**src/hw/rtl/sll_pkg.sv**
```systemverilog
// ----------------------------------------------------------------------------
// sll_pkg
// Shared types and constants for the static linked list engine: operation
// and status codes, sequencer states and node store control.
// ----------------------------------------------------------------------------
package sll_pkg;

  localparam int CAPACITY_DEFAULT = 256;

  localparam int OP_W    = 3;
  localparam int POS_W   = 8;
  localparam int VAL_W   = 8;
  localparam int STAT_W  = 2;
  localparam int COUNT_W = 8;

  typedef enum logic [OP_W-1:0] {
    OP_INSERT,
    OP_DELETE,
    OP_GET,
    OP_LOCATE,
    OP_PRIOR,
    OP_NEXT,
    OP_LENGTH,
    OP_CLEAR
  } op_t;

  typedef enum logic [STAT_W-1:0] {
    STAT_OK,
    STAT_RANGE,
    STAT_NOT_FOUND,
    STAT_FULL
  } status_t;

  typedef enum logic [3:0] {
    ST_INIT,
    ST_IDLE,
    ST_DISPATCH,
    ST_INS_FREE,
    ST_WALK,
    ST_INS_JOIN,
    ST_DEL_HEAD,
    ST_DEL_JOIN,
    ST_DEL_FREE,
    ST_NXT_FETCH,
    ST_CLEAR,
    ST_DONE
  } state_t;

  typedef struct packed {
    logic rd_en;
    logic link_we;
    logic value_we;
  } mem_ctl_t;

endpackage

```
**src/hw/rtl/sll_node_store.sv**
```systemverilog
// ----------------------------------------------------------------------------
// sll_node_store
// Link and value memories with registered reads, plus the sweep that lays
// out the initial free chain after reset.
// ----------------------------------------------------------------------------
module sll_node_store #(
  parameter int CAPACITY = sll_pkg::CAPACITY_DEFAULT,
  localparam int NW = $clog2(CAPACITY)
) (
  input  logic                      clk,
  input  logic                      rst,
  input  sll_pkg::mem_ctl_t         ctl,
  input  logic [NW-1:0]             rd_addr,
  input  logic [NW-1:0]             link_waddr,
  input  logic [NW-1:0]             link_wdata,
  input  logic [NW-1:0]             value_waddr,
  input  logic [sll_pkg::VAL_W-1:0] value_wdata,
  output logic [NW-1:0]             link_q,
  output logic [sll_pkg::VAL_W-1:0] value_q,
  output logic                      busy
);

  logic [NW-1:0]             link_mem [CAPACITY];
  logic [sll_pkg::VAL_W-1:0] value_mem [CAPACITY];
  logic [NW-1:0]             sweep;
  logic [NW-1:0]             sweep_data;
  logic                      lw_en;
  logic [NW-1:0]             lw_addr;
  logic [NW-1:0]             lw_data;

  always_ff @(posedge clk) begin
    if (rst) begin
      busy  <= 1'b1;
      sweep <= '0;
    end else if (busy) begin
      sweep <= sweep + 1'b1;
      if (sweep == NW'(CAPACITY - 1)) begin
        busy <= 1'b0;
      end
    end
  end

  // free chain 1 -> 2 -> ... -> CAPACITY-2 -> none
  always_comb begin
    sweep_data = '0;
    if (sweep != '0 && sweep <= NW'(CAPACITY - 3)) begin
      sweep_data = sweep + 1'b1;
    end
    lw_en   = busy | ctl.link_we;
    lw_addr = busy ? sweep : link_waddr;
    lw_data = busy ? sweep_data : link_wdata;
  end

  always_ff @(posedge clk) begin
    if (lw_en) begin
      link_mem[lw_addr] <= lw_data;
    end
    if (ctl.value_we) begin
      value_mem[value_waddr] <= value_wdata;
    end
    if (ctl.rd_en) begin
      link_q  <= link_mem[rd_addr];
      value_q <= value_mem[rd_addr];
    end
  end

endmodule

```
**config.mk**
```make
export PLATFORM = sky130hd
export DESIGN_NAME = sll_node_store
export DESIGN_NICKNAME = d
export VERILOG_FILES = /design/src/hw/rtl/sll_pkg.sv /design/src/hw/rtl/sll_node_store.sv
export SDC_FILE = /design/constraint.sdc
export NUM_CORES = 2
export LEC_CHECK = 0
export ABC_AREA = 0
export BUFFER_PORTS_ARGS = -buffer_cell sky130_fd_sc_hd__buf_2
export CAP_MARGIN = 20
export CORE_MARGIN = 3
export CORE_UTILIZATION = 40
export CTS_CLUSTER_SIZE = 10
export DETAILED_ROUTE_END_ITERATION = 7
export PLACE_DENSITY = 0.5
export SLEW_MARGIN = 20
export SYNTH_ARGS = -nofsm -noshare
export SYNTH_HDL_FRONTEND = slang
export SYNTH_SLANG_ARGS = --single-unit
```
**constraint.sdc**
```tcl
create_clock -name clk -period 17.2 [get_ports clk]
set_clock_uncertainty 0.2 [all_clocks]
set_input_delay 3.44 -clock clk [delete_from_list [all_inputs] [get_ports clk]]
set_output_delay 3.44 -clock clk [all_outputs]
set_load 0.03 [all_outputs]
```
# Word level (Yosys, flattened, before mapping)
# Memories as Yosys holds them, arrays and structs flattened. A register that Yosys moved wholly into a read port is not among the register bits.
# Cells that the tools add are included.
[op_classes]
n_reduce_logical = 2
n_bitwise = 1
addsub = 1
magnitude_cmp = 1
mux = 9
n_eq_ne = 1
[ops]
columns = ["cell", "count"]
rows = [
  ["$mux W8", 3],
  ["$add A8 B1 Y8 const B", 1],
  ["$eq A8 B8 Y1 const B", 1],
  ["$le A8 B8 Y1 const B", 1],
  ["$reduce_bool A8 Y1", 1],
  ["$mux W1", 6],
  ["$logic_and A1 B1 Y1", 1],
  ["$or A1 B1 Y1", 1],
]
[totals]
mem_bits_rw = 4096
mem_count = 2
output_inout_bits = 17
register_bits = 9
word_cells = 19
input_bits = 45
[memory_table]
columns = ["name", "depth", "word_bits", "rd", "rd_ports_with_merged_regs", "wr", "line_no", "text"]
rows = [
  ["link_mem", 256, 8, 1, 1, 1, "sll_node_store.sv:23", "logic [NW-1:0] link_mem [CAPACITY];"],
  ["value_mem", 256, 8, 1, 1, 1, "sll_node_store.sv:24", "logic [sll_pkg::VAL_W-1:0] value_mem [CAPACITY];"],
]

# Depth between registers and ports, before layout
[logic_depth]
word_depth = 4
mapped_depth = 12

# Worst setup path after synthesis
# OpenSTA, ideal clock, no wires.
[synth_path]
path_type = "input-to-reg"
start = "input port link_wdata[0]"
end = "memory link_mem[0][0] in the netlist's numbering (data pin)"
t_required_ns = 15.416
stages = 2
n_path_buf = 0
setup_slack_ns = 5.357
arrival_time_ns = 10.059
setup_time_ns = 1.584
cell_sequence = "inv_1 o22ai_1"
[synth_between]
elab_chain_len = 1
[synth_rtl]
columns = ["item", "line_no", "text"]
rows = [
  ["from (decl)", "sll_node_store.sv:15", "input logic [NW-1:0] link_wdata,"],
  ["$mux W8", "sll_node_store.sv:51", "lw_data = busy ? sweep_data : link_wdata;"],
  ["net lw_data[0]", "sll_node_store.sv:29", "logic [NW-1:0] lw_data;"],
  ["to (decl)", "sll_node_store.sv:23", ""],
]
# The timed path passes the listed nets, and every way through them passes these cells.

==> flow_summary.ini <==
[synth]
synth_seq_cells = 4121
synth.avg_cell_area_sq_um = 20.8
synth_top_area_cell = edfxtp_1
synth.distinct_cells = 73
ys_async_sr_fraction_pct = 0
synthTopCellsByArea = edfxtp_1 76%, mux4_2 11%, mux2i_1 3.0%
yosysWarnings = 0
synth_nets = 7827
synth_top_area_share_pct = 76.3
syn_inst = 7779
syn_area_sq_um = 162000
synth-edff-count = 4112
seq_area_frac_synth_pct = 76.4
yosys_most_used_dff = edfxtp_1

[routing]
drtAntennaViolNets = 0
vias_per_cell = 5.84
vias = 79000
drt_iter0_drc = 8573
drc_errors = 0
drt_wl_total_um = 442000
dr.pass1.iters = 6
wl_per_cell_um = 32.7

[placement]
place_hpwl_um = 265000
gp_congestion = 0.807
io_buffer_count = 61

[floorplan]
fp.dieW_um = 642
start_util_pct = 40.3
core_area_sq_um = 401000
num_rows = 232
ios = 62
die_h_um = 642
die_area_sq_um = 412000

[finish]
syn_to_final_growth_pct = 11.3
utilization_pct = 44.9
layout.nets = 8026
layout-drive-gt1-share_pct = 20.2
regArea_sq_um = 124000
multi_input_area_sq_um = 35200
fillers = 33900

[timing]
grt_setup_unrepaired = no
tns_ns = 0
whs_ns = 0.418
hold_violations = 0
worst-slew-pin-transition_ns = 1.19
slew_headroom_pct = 20.7
finalCriticalPeriod_ns = 8.40
fmax_mhz = 119
slew_violations = 0
setup_violations = 0
fin_crit_sh_pct = 48.8

[run_status]
outcome = completed

[critical_path]
path_class = primary input to flop
crit_arrival_ns = 8.92
required_ns = 17.72
crit_fanout = 58
endpoint_kind = flop
start_kind = primary input

[flow_run]
max_cap_viol_count = 0

[clocking]
cts_hold_buffers = 0
clk_path_buf_depth = 4
cts_tree = done
clk_pin_slew_ns = 0.06
cts_buffers = 462
post_cts_buffers = 0
cts.htree.levels = 5
cts_root_buffer = clkbuf_16
cts_resized = 0
clock-sinks = 4121
clk_latency_ns = 0.97

[grt]
grt_pass1_wl_um = 625000
grt_use_total_pct = 21.1
antenna_found_initial = 41
grt_pass1_vias = 80400
grt_start_max_net_pins = 209
gr-total-overflow = 0

[power]
ir_worst_vdd_v = 0.0000831
leakage_nw = 56.0
power_density_nw_per_um2 = 115

[min_path]
hp-class = flop to flop
## final timing paths
check | slack, ns | cells past startpoint | end | startpoint
setup / recovery | 8.80 | 11 | link_q[6] | rd_addr[1]
hold reg to reg | 0.42 | 2 | sweep[1] | sweep[1]
setup reg to reg | 12.80 | 6 | link_mem[154][0] | busy
hold / removal | 0.42 | 2 | sweep[1] | sweep[1]
## stage by stage
step / cell area [sq um] / power (W) / setup WS, ns / std cells
2_1_floorplan: 162000 / 0.0119 / 5.36 / 7779
3_3_place_gp: 167000 / 0.0123 / 7.76 / 12900
3_5_place_dp: 167000 / 0.0123 / 7.79 / 12900
4_1_cts: 180000 / 0.0209 / 8.83 / 13500
5_1_grt: 180000 / 0.0213 / 8.60 / 13500
6_report: 180000 / 0.0207 / 8.80 / 13500
## state kept, by name, summed over array words and instances, names as in the netlist
name	cells
link_mem	2048
value_mem	2048
link_q	8
sweep	8
value_q	8
busy	1
## cells in the final DEF (no fill, tap or decap), drive strengths merged, types with 17 or more instances in the layout
master,count
edfxtp,4112
mux4,880
nor2,584
clkbuf,537
mux2i,487
buf,220
o221ai,218
nand2,185
a21oi,128
o22ai,111
nor3,109
nand3,74
diode,48
o21ai,36
a22o,32
clkinv,32
a31oi,27
inv,27
a211oi,24
a22oi,24
nand4,23
mux2,19
o31ai,17
## power breakdown
| part | switching, W | leakage (nW) | internal, W |
|---|---|---|---|
| registers | 0.0000148 | 37.5 | 0.0111 |
| logic | 0.000698 | 12.4 | 0.000330 |
| clock network | 0.00370 | 6.07 | 0.00486 |
## area by class of cell
cell class,count,share of cell area (%)
clock inverters,44,0.226
diodes,48,0.0667
repair buffers,220,1.03
flip-flops and latches,4121,68.7
multi-input cells,3156,19.5
well taps,5382,3.74
clock buffers,537,6.68
inverters,17,0.0431
## Yosys cell counts, types with 7 or more instances
master,n
nand2b_1,11
a31oi_1,27
nor4b_1,8
buf_2,92
edfxtp_1,4112
mux4_1,59
buf_6,45
nand2_1,185
buf_12,21
clkbuf_1,215
mux2_2,19
a211oi_1,24
o22ai_1,111
or3_1,16
and3_1,7
o311ai_0,10
buf_8,32
mux2i_1,487
o221ai_1,214
o32ai_1,16
nand4_1,23
a221oi_1,10
a22o_1,30
nor2b_1,11
buf_1,30
a21oi_1,128
inv_1,16
or2_2,8
nor3_1,109
buf_4,42
nor2_1,584
mux4_2,821
nor4_1,11
nand3_1,74
dfxtp_1,9
o21ai_0,35
o31ai_1,17
xnor2_1,7
a22oi_1,24
o311a_1,9
## cells by family after synthesis
logic type	after synthesis	synth area share, %
AND/OR/NAND/NOR	1073	2.88
XOR/XNOR	11	0.0595
buffers and inverters	502	2.01
AO/OA/AOI/OAI	683	3.08
flip-flops	4121	76.4
adder cells (fa/ha/maj)	3	0.0232
multiplexers	1386	15.5
## critical path: stages
cell and delay, ns:
buf_8 0.41, buf_4 0.64, buf_4 0.72, buf_4 0.62, buf_4 0.66, mux4_2 0.60, nor2b_1 0.15, a2111oi_0 0.81
o32ai_1 0.36, o211ai_1 0.19, nor4_1 0.09
## metal layers
metal | wire (um) | global-route usage (%)
met1 | 193000 | 30.5
met2 | 209000 | 33.3
met3 | 25800 | 2.98
met4 | 13900 | 6.15
met5 | 50 | 0
No activity file was read; power rests on OpenSTA's default activity.
