## src/hw/rtl/sll_pkg.sv

```systemverilog
// ----------------------------------------------------------------------------
// sll_pkg
// Shared types and constants for the static linked list engine: operation
// and status codes, sequencer states and node store control.
// ----------------------------------------------------------------------------
package sll_pkg;

  localparam int CAPACITY_DEFAULT = 256;

  localparam int OP_W    = 3;
  localparam int POS_W   = 8;
  localparam int VAL_W   = 8;
  localparam int STAT_W  = 2;
  localparam int COUNT_W = 8;

  typedef enum logic [OP_W-1:0] {
    OP_INSERT,
    OP_DELETE,
    OP_GET,
    OP_LOCATE,
    OP_PRIOR,
    OP_NEXT,
    OP_LENGTH,
    OP_CLEAR
  } op_t;

  typedef enum logic [STAT_W-1:0] {
    STAT_OK,
    STAT_RANGE,
    STAT_NOT_FOUND,
    STAT_FULL
  } status_t;

  typedef enum logic [3:0] {
    ST_INIT,
    ST_IDLE,
    ST_DISPATCH,
    ST_INS_FREE,
    ST_WALK,
    ST_INS_JOIN,
    ST_DEL_HEAD,
    ST_DEL_JOIN,
    ST_DEL_FREE,
    ST_NXT_FETCH,
    ST_CLEAR,
    ST_DONE
  } state_t;

  typedef struct packed {
    logic rd_en;
    logic link_we;
    logic value_we;
  } mem_ctl_t;

endpackage

```

## src/hw/rtl/sll_if.sv

```systemverilog
// ----------------------------------------------------------------------------
// sll_if
// Valid/ready channels of the static linked list engine: request items in,
// result items out.
// ----------------------------------------------------------------------------
interface sll_req_if;
  logic                         valid;
  logic                         ready;
  logic [sll_pkg::OP_W-1:0]     operation;
  logic [sll_pkg::POS_W-1:0]    position;
  logic [sll_pkg::VAL_W-1:0]    value;

  modport source (output valid, operation, position, value, input ready);
  modport sink (input valid, operation, position, value, output ready);
endinterface

interface sll_rsp_if;
  logic                         valid;
  logic                         ready;
  logic [sll_pkg::STAT_W-1:0]   status;
  logic [sll_pkg::VAL_W-1:0]    result_value;
  logic [sll_pkg::COUNT_W-1:0]  result_count;

  modport source (output valid, status, result_value, result_count, input ready);
  modport sink (input valid, status, result_value, result_count, output ready);
endinterface

```

## src/hw/rtl/sll_ctrl.sv

```systemverilog
// ----------------------------------------------------------------------------
// sll_ctrl
// Sequencer of the static linked list engine: decodes each request, walks
// the list one link per cycle through the node store, edits links and the
// free list, and holds the result item in an output register.
// ----------------------------------------------------------------------------
module sll_ctrl #(
  parameter int CAPACITY = sll_pkg::CAPACITY_DEFAULT,
  localparam int NW = $clog2(CAPACITY)
) (
  input  logic                      clk,
  input  logic                      rst,
  sll_req_if.sink                   request,
  sll_rsp_if.source                 response,
  output sll_pkg::mem_ctl_t         mc,
  output logic [NW-1:0]             rd_addr,
  output logic [NW-1:0]             link_waddr,
  output logic [NW-1:0]             link_wdata,
  output logic [NW-1:0]             value_waddr,
  output logic [sll_pkg::VAL_W-1:0] value_wdata,
  input  logic [NW-1:0]             link_q,
  input  logic [sll_pkg::VAL_W-1:0] value_q,
  input  logic                      store_busy
);

  localparam int CW = (NW > sll_pkg::COUNT_W) ? NW : sll_pkg::COUNT_W;

  sll_pkg::state_t              state, state_next;
  sll_pkg::op_t                 op, op_next;
  logic [sll_pkg::POS_W-1:0]    pos, pos_next;
  logic [sll_pkg::VAL_W-1:0]    val, val_next;
  logic [NW-1:0]                free_head, free_head_next;
  logic [NW-1:0]                list_head, list_head_next;
  logic [CW-1:0]                count, count_next;
  logic [NW-1:0]                cur, cur_next;
  logic [NW-1:0]                prev, prev_next;
  logic [sll_pkg::VAL_W-1:0]    prev_val, prev_val_next;
  logic [CW-1:0]                n, n_next;
  logic [sll_pkg::POS_W-1:0]    tgt, tgt_next;
  logic [NW-1:0]                jnode, jnode_next;
  sll_pkg::status_t             res_status, res_status_next;
  logic [sll_pkg::VAL_W-1:0]    res_value, res_value_next;
  logic [sll_pkg::COUNT_W-1:0]  res_count, res_count_next;
  logic                         out_valid, out_valid_next;
  sll_pkg::status_t             out_status, out_status_next;
  logic [sll_pkg::VAL_W-1:0]    out_value, out_value_next;
  logic [sll_pkg::COUNT_W-1:0]  out_count, out_count_next;
  logic [CW-1:0]                pos_w;
  logic                         positional;

  assign request.ready         = (state == sll_pkg::ST_IDLE);
  assign response.valid        = out_valid;
  assign response.status       = out_status;
  assign response.result_value = out_value;
  assign response.result_count = out_count;

  assign pos_w      = CW'(pos);
  assign positional = (op == sll_pkg::OP_INSERT) || (op == sll_pkg::OP_DELETE) ||
                      (op == sll_pkg::OP_GET);

  always_ff @(posedge clk) begin
    if (rst) begin
      state     <= sll_pkg::ST_INIT;
      free_head <= NW'(1);
      list_head <= '0;
      count     <= '0;
      out_valid <= 1'b0;
    end else begin
      state     <= state_next;
      free_head <= free_head_next;
      list_head <= list_head_next;
      count     <= count_next;
      out_valid <= out_valid_next;
    end
  end

  always_ff @(posedge clk) begin
    op         <= op_next;
    pos        <= pos_next;
    val        <= val_next;
    cur        <= cur_next;
    prev       <= prev_next;
    prev_val   <= prev_val_next;
    n          <= n_next;
    tgt        <= tgt_next;
    jnode      <= jnode_next;
    res_status <= res_status_next;
    res_value  <= res_value_next;
    res_count  <= res_count_next;
    out_status <= out_status_next;
    out_value  <= out_value_next;
    out_count  <= out_count_next;
  end

  always_comb begin
    state_next      = state;
    op_next         = op;
    pos_next        = pos;
    val_next        = val;
    free_head_next  = free_head;
    list_head_next  = list_head;
    count_next      = count;
    cur_next        = cur;
    prev_next       = prev;
    prev_val_next   = prev_val;
    n_next          = n;
    tgt_next        = tgt;
    jnode_next      = jnode;
    res_status_next = res_status;
    res_value_next  = res_value;
    res_count_next  = res_count;
    out_valid_next  = out_valid;
    out_status_next = out_status;
    out_value_next  = out_value;
    out_count_next  = out_count;
    mc              = '0;
    rd_addr         = list_head;
    link_waddr      = cur;
    link_wdata      = free_head;
    value_waddr     = jnode;
    value_wdata     = val;

    if (out_valid && response.ready) begin
      out_valid_next = 1'b0;
    end

    unique case (state)
      sll_pkg::ST_INIT: begin
        if (!store_busy) begin
          state_next = sll_pkg::ST_IDLE;
        end
      end

      sll_pkg::ST_IDLE: begin
        if (request.valid) begin
          op_next         = sll_pkg::op_t'(request.operation);
          pos_next        = request.position;
          val_next        = request.value;
          res_status_next = sll_pkg::STAT_OK;
          res_value_next  = '0;
          res_count_next  = '0;
          state_next      = sll_pkg::ST_DISPATCH;
        end
      end

      sll_pkg::ST_DISPATCH: begin
        cur_next      = list_head;
        prev_next     = '0;
        prev_val_next = '0;
        n_next        = CW'(1);
        tgt_next      = pos - 1'b1;
        state_next    = sll_pkg::ST_DONE;
        unique case (op)
          sll_pkg::OP_INSERT: begin
            if (pos == '0 || pos_w > count + 1'b1) begin
              res_status_next = sll_pkg::STAT_RANGE;
            end else if (free_head == '0) begin
              res_status_next = sll_pkg::STAT_FULL;
            end else begin
              mc.rd_en   = 1'b1;
              rd_addr    = free_head;
              jnode_next = free_head;
              state_next = sll_pkg::ST_INS_FREE;
            end
          end
          sll_pkg::OP_DELETE: begin
            if (pos == '0 || pos_w > count) begin
              res_status_next = sll_pkg::STAT_RANGE;
            end else begin
              mc.rd_en = 1'b1;
              if (pos == sll_pkg::POS_W'(1)) begin
                jnode_next = list_head;
                state_next = sll_pkg::ST_DEL_HEAD;
              end else begin
                state_next = sll_pkg::ST_WALK;
              end
            end
          end
          sll_pkg::OP_GET: begin
            if (pos == '0 || pos_w > count) begin
              res_status_next = sll_pkg::STAT_RANGE;
            end else begin
              mc.rd_en   = 1'b1;
              tgt_next   = pos;
              state_next = sll_pkg::ST_WALK;
            end
          end
          sll_pkg::OP_LOCATE, sll_pkg::OP_PRIOR, sll_pkg::OP_NEXT: begin
            if (list_head == '0) begin
              res_status_next = sll_pkg::STAT_NOT_FOUND;
            end else begin
              mc.rd_en   = 1'b1;
              state_next = sll_pkg::ST_WALK;
            end
          end
          sll_pkg::OP_LENGTH: begin
            res_count_next = count[sll_pkg::COUNT_W-1:0];
          end
          sll_pkg::OP_CLEAR: begin
            if (list_head == '0) begin
              count_next = '0;
            end else begin
              mc.rd_en   = 1'b1;
              state_next = sll_pkg::ST_CLEAR;
            end
          end
        endcase
      end

      sll_pkg::ST_INS_FREE: begin
        free_head_next = link_q;
        mc.value_we    = 1'b1;
        if (pos == sll_pkg::POS_W'(1)) begin
          mc.link_we     = 1'b1;
          link_waddr     = jnode;
          link_wdata     = list_head;
          list_head_next = jnode;
          count_next     = count + 1'b1;
          state_next     = sll_pkg::ST_DONE;
        end else begin
          mc.rd_en   = 1'b1;
          state_next = sll_pkg::ST_WALK;
        end
      end

      sll_pkg::ST_WALK: begin
        if (positional) begin
          if (n == CW'(tgt)) begin
            if (op == sll_pkg::OP_INSERT) begin
              mc.link_we = 1'b1;
              link_waddr = jnode;
              link_wdata = link_q;
              state_next = sll_pkg::ST_INS_JOIN;
            end else if (op == sll_pkg::OP_DELETE) begin
              mc.rd_en   = 1'b1;
              rd_addr    = link_q;
              jnode_next = link_q;
              state_next = sll_pkg::ST_DEL_JOIN;
            end else begin
              res_value_next = value_q;
              state_next     = sll_pkg::ST_DONE;
            end
          end else begin
            mc.rd_en = 1'b1;
            rd_addr  = link_q;
            cur_next = link_q;
            n_next   = n + 1'b1;
          end
        end else if (value_q == val) begin
          state_next = sll_pkg::ST_DONE;
          if (op == sll_pkg::OP_LOCATE) begin
            res_count_next = n[sll_pkg::COUNT_W-1:0];
          end else if (op == sll_pkg::OP_PRIOR) begin
            if (prev == '0) begin
              res_status_next = sll_pkg::STAT_NOT_FOUND;
            end else begin
              res_value_next = prev_val;
            end
          end else if (link_q == '0) begin
            res_status_next = sll_pkg::STAT_NOT_FOUND;
          end else begin
            mc.rd_en   = 1'b1;
            rd_addr    = link_q;
            state_next = sll_pkg::ST_NXT_FETCH;
          end
        end else if (link_q == '0) begin
          res_status_next = sll_pkg::STAT_NOT_FOUND;
          state_next      = sll_pkg::ST_DONE;
        end else begin
          mc.rd_en      = 1'b1;
          rd_addr       = link_q;
          prev_next     = cur;
          prev_val_next = value_q;
          cur_next      = link_q;
          n_next        = n + 1'b1;
        end
      end

      sll_pkg::ST_INS_JOIN: begin
        mc.link_we = 1'b1;
        link_wdata = jnode;
        count_next = count + 1'b1;
        state_next = sll_pkg::ST_DONE;
      end

      sll_pkg::ST_DEL_HEAD: begin
        list_head_next = link_q;
        state_next     = sll_pkg::ST_DEL_FREE;
      end

      sll_pkg::ST_DEL_JOIN: begin
        mc.link_we = 1'b1;
        link_wdata = link_q;
        state_next = sll_pkg::ST_DEL_FREE;
      end

      sll_pkg::ST_DEL_FREE: begin
        mc.link_we     = 1'b1;
        link_waddr     = jnode;
        free_head_next = jnode;
        count_next     = count - 1'b1;
        state_next     = sll_pkg::ST_DONE;
      end

      sll_pkg::ST_NXT_FETCH: begin
        res_value_next = value_q;
        state_next     = sll_pkg::ST_DONE;
      end

      sll_pkg::ST_CLEAR: begin
        mc.link_we     = 1'b1;
        free_head_next = cur;
        if (link_q != '0) begin
          mc.rd_en = 1'b1;
          rd_addr  = link_q;
          cur_next = link_q;
        end else begin
          list_head_next = '0;
          count_next     = '0;
          state_next     = sll_pkg::ST_DONE;
        end
      end

      sll_pkg::ST_DONE: begin
        if (!out_valid || response.ready) begin
          out_valid_next  = 1'b1;
          out_status_next = res_status;
          out_value_next  = res_value;
          out_count_next  = res_count;
          state_next      = sll_pkg::ST_IDLE;
        end
      end

      default: begin
        state_next = sll_pkg::ST_IDLE;
      end
    endcase
  end

endmodule

```

## src/flat_wrapper.sv

```systemverilog
// flat-port wrapper written by rule: the top's interface ports become plain ports
module sll_ctrl_flat 
#(
  parameter int CAPACITY = sll_pkg::CAPACITY_DEFAULT,
  localparam int NW = $clog2(CAPACITY)
)
  (clk, rst, mc, rd_addr, link_waddr, link_wdata, value_waddr, value_wdata, link_q, value_q, store_busy, request_valid, request_operation, request_position, request_value, request_ready, response_valid, response_status, response_result_value, response_result_count, response_ready);
  sll_req_if request_i ();
  sll_rsp_if response_i ();
  input  logic clk;
  input  logic rst;
  output sll_pkg::mem_ctl_t mc;
  output logic [NW-1:0] rd_addr;
  output logic [NW-1:0] link_waddr;
  output logic [NW-1:0] link_wdata;
  output logic [NW-1:0] value_waddr;
  output logic [sll_pkg::VAL_W-1:0] value_wdata;
  input  logic [NW-1:0] link_q;
  input  logic [sll_pkg::VAL_W-1:0] value_q;
  input  logic store_busy;
  input wire logic [$bits(request_i.valid)-1:0] request_valid;
  input wire logic [$bits(request_i.operation)-1:0] request_operation;
  input wire logic [$bits(request_i.position)-1:0] request_position;
  input wire logic [$bits(request_i.value)-1:0] request_value;
  output wire logic [$bits(request_i.ready)-1:0] request_ready;
  output wire logic [$bits(response_i.valid)-1:0] response_valid;
  output wire logic [$bits(response_i.status)-1:0] response_status;
  output wire logic [$bits(response_i.result_value)-1:0] response_result_value;
  output wire logic [$bits(response_i.result_count)-1:0] response_result_count;
  input wire logic [$bits(response_i.ready)-1:0] response_ready;
  assign request_i.valid = request_valid;
  assign request_i.operation = request_operation;
  assign request_i.position = request_position;
  assign request_i.value = request_value;
  assign request_ready = request_i.ready;
  assign response_valid = response_i.valid;
  assign response_status = response_i.status;
  assign response_result_value = response_i.result_value;
  assign response_result_count = response_i.result_count;
  assign response_i.ready = response_ready;
  sll_ctrl #(.CAPACITY(CAPACITY)) u_core (.clk(clk), .rst(rst), .request(request_i), .response(response_i), .mc(mc), .rd_addr(rd_addr), .link_waddr(link_waddr), .link_wdata(link_wdata), .value_waddr(value_waddr), .value_wdata(value_wdata), .link_q(link_q), .value_q(value_q), .store_busy(store_busy));
endmodule
```

## config.mk

```make
export PLATFORM = sky130hd
export DESIGN_NAME = sll_ctrl_flat
export DESIGN_NICKNAME = d
export VERILOG_FILES = /design/src/hw/rtl/sll_pkg.sv /design/src/hw/rtl/sll_if.sv /design/src/hw/rtl/sll_ctrl.sv /design/src/flat_wrapper.sv
export SDC_FILE = /design/constraint.sdc
export NUM_CORES = 1
export LEC_CHECK = 0
export BUFFER_PORTS_ARGS = -buffer_cell sky130_fd_sc_hd__buf_2
export CAP_MARGIN = 20
export CORE_ASPECT_RATIO = 1.2
export CORE_UTILIZATION = 55
export DETAILED_ROUTE_END_ITERATION = 16
export PLACE_DENSITY = 0.87
export SYNTH_ARGS = -nofsm -noshare
export SYNTH_HDL_FRONTEND = slang
export SYNTH_SLANG_ARGS = --single-unit
```

## constraint.sdc

```tcl
create_clock -name clk -period 4.1 [get_ports clk]
set_clock_uncertainty 0.2 [all_clocks]
set_input_delay 0 -clock clk [delete_from_list [all_inputs] [get_ports clk]]
set_output_delay 0 -clock clk [all_outputs]
set_load 0.02 [all_outputs]
```

Yosys cells after proc, flatten, opt, wreduce, memory -nomap -nowiden
Index checks and enable logic that the tools add are counted.
{"block": "word_totals", "output_inout_bits": 63, "wordCells": 265, "regBits": 132, "inputBits": 40}
{"block": "op_classes", "reduce_logical": 40, "eq_ne": 61, "add_sub_neg": 4, "n_lt_le_gt_ge": 2, "mux": 138}
{"operator": "$mux 8", "n": 63}
{"operator": "$pmux 8 s3", "n": 7}
{"operator": "$pmux 8 s2", "n": 5}
{"operator": "$mux 4", "n": 18}
{"operator": "$logic_not 8->1", "n": 5}
{"operator": "$pmux 8 s5", "n": 1}
{"operator": "$pmux 4 s9", "n": 1}
{"operator": "$pmux 8 s4", "n": 1}
{"operator": "$ne 3x3->1 const B", "n": 9}
{"operator": "$mux 2", "n": 13}
{"operator": "$mux 1", "n": 23}
{"operator": "$pmux 4 s5", "n": 1}
{"operator": "$ne 2x1->1 const B", "n": 9}
{"operator": "$ne 2x2->1 const B", "n": 9}
{"operator": "$ne 3x2->1 const B", "n": 6}
{"operator": "$reduce_and 9->1", "n": 2}
{"operator": "$add 8x1->8 const B", "n": 2}
{"operator": "$eq 4x3->1 const B", "n": 4}
{"operator": "$eq 4x4->1 const B", "n": 4}
{"operator": "$eq 8x8->1", "n": 2}
{"operator": "$gt 8x8->1", "n": 2}
{"operator": "$sub 8x1->8 const B", "n": 2}
{"operator": "$reduce_bool 3->1", "n": 5}
{"operator": "$eq 3x3->1 const B", "n": 4}
{"operator": "29 further kinds", "n": 47}

Logic depth before layout (Yosys ltp)
{"block": "logic_depth", "depth_word": 7, "mapped_depth": 12, "ltp_nobuf": 12}

Worst setup path before layout
Ideal clock, no wire load.
{"block": "synth_timing", "path_type": "reg-to-reg", "start": "reg u_core.val (netlist bit u_core.value_wdata[5])", "end": "reg u_core.res_value[0] (netlist bit) (enable)", "arrival_time_ps": 3183, "period_less_slack_ps": 3802, "n_path_buf": 0, "required_ps": 3481, "path_stages_with_launch": 6, "setup_ps": 419, "setup_slack_ps": 298, "path_cell_list": "edfxtp_1 xor2_1 nor4_1 nand3_1 or4_1 a2111oi_0"}
{"block": "synth_between", "elab_chain_cells": 3}
{"item": "start, declared", "line": "sll_ctrl.sv:31", "source": "logic [sll_pkg::VAL_W-1:0] val, val_next;"}
{"item": "start signal, assigned", "line": "sll_ctrl.sv:80", "source": "val <= val_next;"}
{"item": "$eq 8x8->1", "line": "sll_ctrl.sv:249", "source": "end else if (value_q == val) begin"}
{"item": "$ne 3x1->1 (no line)"}
{"item": "$reduce_and 9->1 (no line)"}
{"item": "end signal, assigned", "line": "sll_ctrl.sv:88", "source": "res_value <= res_value_next;"}
{"item": "end, declared", "line": "sll_ctrl.sv:42", "source": "logic [sll_pkg::VAL_W-1:0] res_value, res_value_next;"}
Every way passes these cells.
A chain may end at the register's enable or synchronous reset.

Worst setup path after layout
{"block": "layout_timing", "start": "reg u_core.count[0]", "end": "out rd_addr[6]"}
{"block": "layout_between", "elab_chain_cells": 6}
{"item": "start, declared", "line": "sll_ctrl.sv:34", "source": "logic [CW-1:0] count, count_next;"}
{"item": "start signal, assigned", "line": "sll_ctrl.sv:72", "source": "count <= count_next;"}
{"item": "$add 8x1->8", "line": "sll_ctrl.sv:155", "source": "if (pos == '0 || pos_w > count + 1'b1) begin"}
{"item": "$gt 8x8->1", "line": "sll_ctrl.sv:155"}
{"item": "$logic_or 1x1->1", "line": "sll_ctrl.sv:155"}
{"item": "$mux 8", "line": "sll_ctrl.sv:155"}
{"item": "$mux 8", "line": "sll_ctrl.sv:153", "source": "unique case (op)"}
{"item": "$pmux 8 s3", "line": "sll_ctrl.sv:127", "source": "unique case (state)"}
{"item": "end, declared", "line": "flat_wrapper.sv:13", "source": "output logic [NW-1:0] rd_addr;"}
Every way passes these cells.

==> flow_summary.json <==
{
  "status": "finished clean",
  "die_h_um": 130.3,
  "syn_inst": 763,
  "setup_tns_ns": 0,
  "path_clk_slew_ns": 0.06,
  "synth_flop_cell": "edfxtp_1",
  "hold_viol_final": 0,
  "p_leak_nw": 3.527,
  "min_path_cells": 6,
  "worst_pin_slew_ns": 1.072,
  "worstSetupPathDepth": 13,
  "wl_um": 23270,
  "dieWidth_um": 108.9,
  "antenna_found_initial": 0,
  "start_util_pct": 56.70,
  "maxCapViolations": 0,
  "drc": 0,
  "cp.required_ns": 3.90,
  "critPathMaxFanout": 7,
  "path_delay_family": "compound AO/OA/AOI/OAI gates",
  "period_needed_ns": 3.893,
  "yosysSeqAreaShare_pct": 48.73,
  "cts.sinks": 132,
  "diodes": 0,
  "timing.final.crit_share_pct": 94.95,
  "area_growth_pct": 22.32,
  "synth-edff-count": 103,
  "cts_max_level": 4,
  "reg2reg_depth": 13,
  "ff2ff_setup_slack_ns": 0.67,
  "grt_overflow": 0,
  "finalNetCount": 956,
  "max_freq_mhz": 256.9,
  "ys_ff_latch": 132,
  "cts_tree": "yes",
  "crit_path_max_incr_delay_ns": 0.44,
  "power_w": 0.003719,
  "grt_pass1_vias": 6678,
  "async_flop_share_pct": 0,
  "placementRows": 46,
  "io_buffers": 102,
  "drive_gt1_share_pct": 18.50,
  "worst_hold_path_type": "in -> reg",
  "yosysWarnings": 0,
  "rsz0062_at_grt": "no",
  "worstSkewPairLatency_ns": 0.42,
  "finalSetupViolCount": 0,
  "crit_type": "reg -> out",
  "vias_per_cell": 6.610,
  "crit_path_start_kind": "register",
  "cts-buffers-inserted": 17,
  "cts-root-buf": "clkbuf_16",
  "coreArea_mm2": 0.01330,
  "finalMaxSlewViolations": 0,
  "drt-wirelength-per-cell_um": 21.63,
  "drtIter0Drc": 889,
  "critical_path_buf_inv_count": 2,
  "synth_nets": 824,
  "grt_pass1_wl_um": 35660,
  "netlist_area_mm2": 0.007538,
  "drtPass1Iterations": 6,
  "grtUsageTotal_pct": 33.67,
  "clock_path_buffers": 2,
  "dp_hpwl_um": 15140,
  "critPathArrivalTime_ns": 3.69,
  "place_congestion": 1.037,
  "grt_max_degree": 36,
  "power_density_mw_per_mm2": 403.3,
  "die_area_mm2": 0.01418,
  "boundaryPins": 103,
  "final_antenna_net_count": 0,
  "irDropWorstVdd_mv": 0.2004,
  "dr_total_vias": 7112,
  "path_cells": "ha_1, and3_1, nand3_1, xnor2_1, ha_1, nand4_1, o21ai_0, nand4_1, buf_4, a211o_1, a21o_1, a21o_1, buf_2",
  "synth.distinct_cells": 68,
  "slew_headroom_pct": 28.51,
  "syn_area_per_cell_um2": 9.880,
  "end_kind": "primary output",
  "worst_path_max_delay_cell": "dfxtp_1"
}
==> power by group <==
group	internal [W]	total (W)	switching [W]	leakage, nW
Sequential	0.00155	0.00163	0.0000734	1.18
Clock	0.000967	0.00157	0.000605	0.290
Combinational	0.000194	0.000521	0.000327	2.05
==> area by class of cell <==
type / count / area (µm²)
timing repair buffer: 158 / 1031
fill: 975 / 4074
clock buffer: 19 / 432.9
tap: 168 / 210.2
inverter: 17 / 63.81
clock inverter: 13 / 173.9
multi-input combinational: 569 / 3636
sequential: 132 / 3674
==> synthesized netlist by cell type (9+ instances only) <==
library cell    n  area share (%)
a211oi_1       20             2.0
and2_1         21             1.7
a21o_1         10             1.0
a22o_1         21             2.4
nor4_1         13             1.1
nand2b_1       16             1.3
xor2_1         22             2.6
inv_1          16            0.80
o21ai_0        33             2.2
nand2_1        90             4.5
ha_1           21             3.5
and3_1          9            0.75
edfxtp_1      103              41
clkbuf_1       35             1.7
nand3_1        15             1.0
dfxtp_1        29             7.7
a221o_1         9             1.2
nor2b_1        16             1.3
nor2_1         62             3.1
a31oi_1        17             1.4
xnor2_1        14             1.6
a21oi_1        36             2.4
nor3_1         20             1.3
==> worst paths after layout <==
path                                      to                start
max reg2reg            u_core.value_waddr[6]      u_core.count[0]
min                          u_core.state[0]           store_busy
min reg2reg  u_core.response.result_count[6]  u_core.res_count[6]
max                               rd_addr[6]      u_core.count[0]
==> tightest hold or removal path, cell delays in order <==
cell      delay [ns]
buf_2           0.09
nand3b_1        0.08
a21oi_1         0.19
nor4_1          0.10
nor2_1          0.09
a311oi_1        0.05
==> layout by cell type, fill, tap and decap left out, types with 7 or more instances in the layout <==
master         instances
edfxtp_1             103
buf_2                102
nand2_1               90
nor2_1                61
dlygate4sd3_1         40
a21oi_1               36
o21ai_0               32
dfxtp_1               29
xor2_1                22
a22o_1                21
and2_1                21
ha_1                  21
nor3_1                20
a211oi_1              20
a31oi_1               17
clkbuf_16             17
inv_1                 16
nand2b_1              16
buf_4                 16
nor2b_1               15
nand3_1               15
xnor2_1               14
nor4_1                13
a21o_1                10
and3_1                 9
a221o_1                9
mux2_1                 8
nand4_1                8
a311oi_1               8
mux2_2                 7
==> layer usage <==
| metal | track usage [%] | up-vias | part of all wire (%) |
|---|---|---|---|
| li1 | - | 3123 | - |
| met1 | 42.55 | 3327 | 36 |
| met2 | 54.64 | 559 | 48 |
| met3 | 6.743 | 103 | 10 |
| met4 | 17.25 | 0 | 4.7 |
| met5 | 0 | - | 0 |
==> flip-flops by register name (all words and copies together) (netlist names), 4 cells and up <==
| signal | cells |
|---|---|
| u_core.prev | 8 |
| u_core.value_wdata | 8 |
| u_core.response.result_count | 8 |
| u_core.n | 8 |
| u_core.res_value | 8 |
| u_core.list_head | 8 |
| u_core.state | 4 |
| u_core.free_head | 8 |
| u_core.prev_val | 8 |
| u_core.cur | 8 |
| u_core.tgt | 8 |
| u_core.res_count | 8 |
| u_core.pos | 8 |
| u_core.count | 8 |
| u_core.value_waddr | 8 |
| u_core.response.result_value | 8 |
==> what timing repair did <==
action	4_1_cts	5_1_grt
setup endpoints to repair	0	8
gates resized for setup	0	1
hold endpoints to repair	76	0
buffers inserted	0	2
hold buffers	40	0
==> cell families after synthesis <==
kind of cell               count (synthesis)  synth area share (%)
muxes                                     16                 2.374
DFF                                      132                 48.73
adders and majority gates                 21                 3.485
AOI/OAI and AO/OA                        198                 18.12
xor gates and xnor gates                  36                 4.183
and+or+nand+nor                          298                 19.80
buffers and inverters                     62                 3.303
==> stage by stage <==
step	cell area (µm²)	utilization, %	cells	setup WS, ns	hold slack [ns]
after detailed placement	8189	61.59	1001	0.6884	-0.02184
after floorplan	7538	-	763	0.2979	-0.1011
after CTS	9196	69.17	1073	0.2363	0.01520
after global routing	9221	69.36	1076	0.006749	0.06372
final	9221	69.36	1076	0.2071	0.01653
after global placement	8189	61.59	1001	0.7739	-0.02358
(Power assumes the default switching activity.)
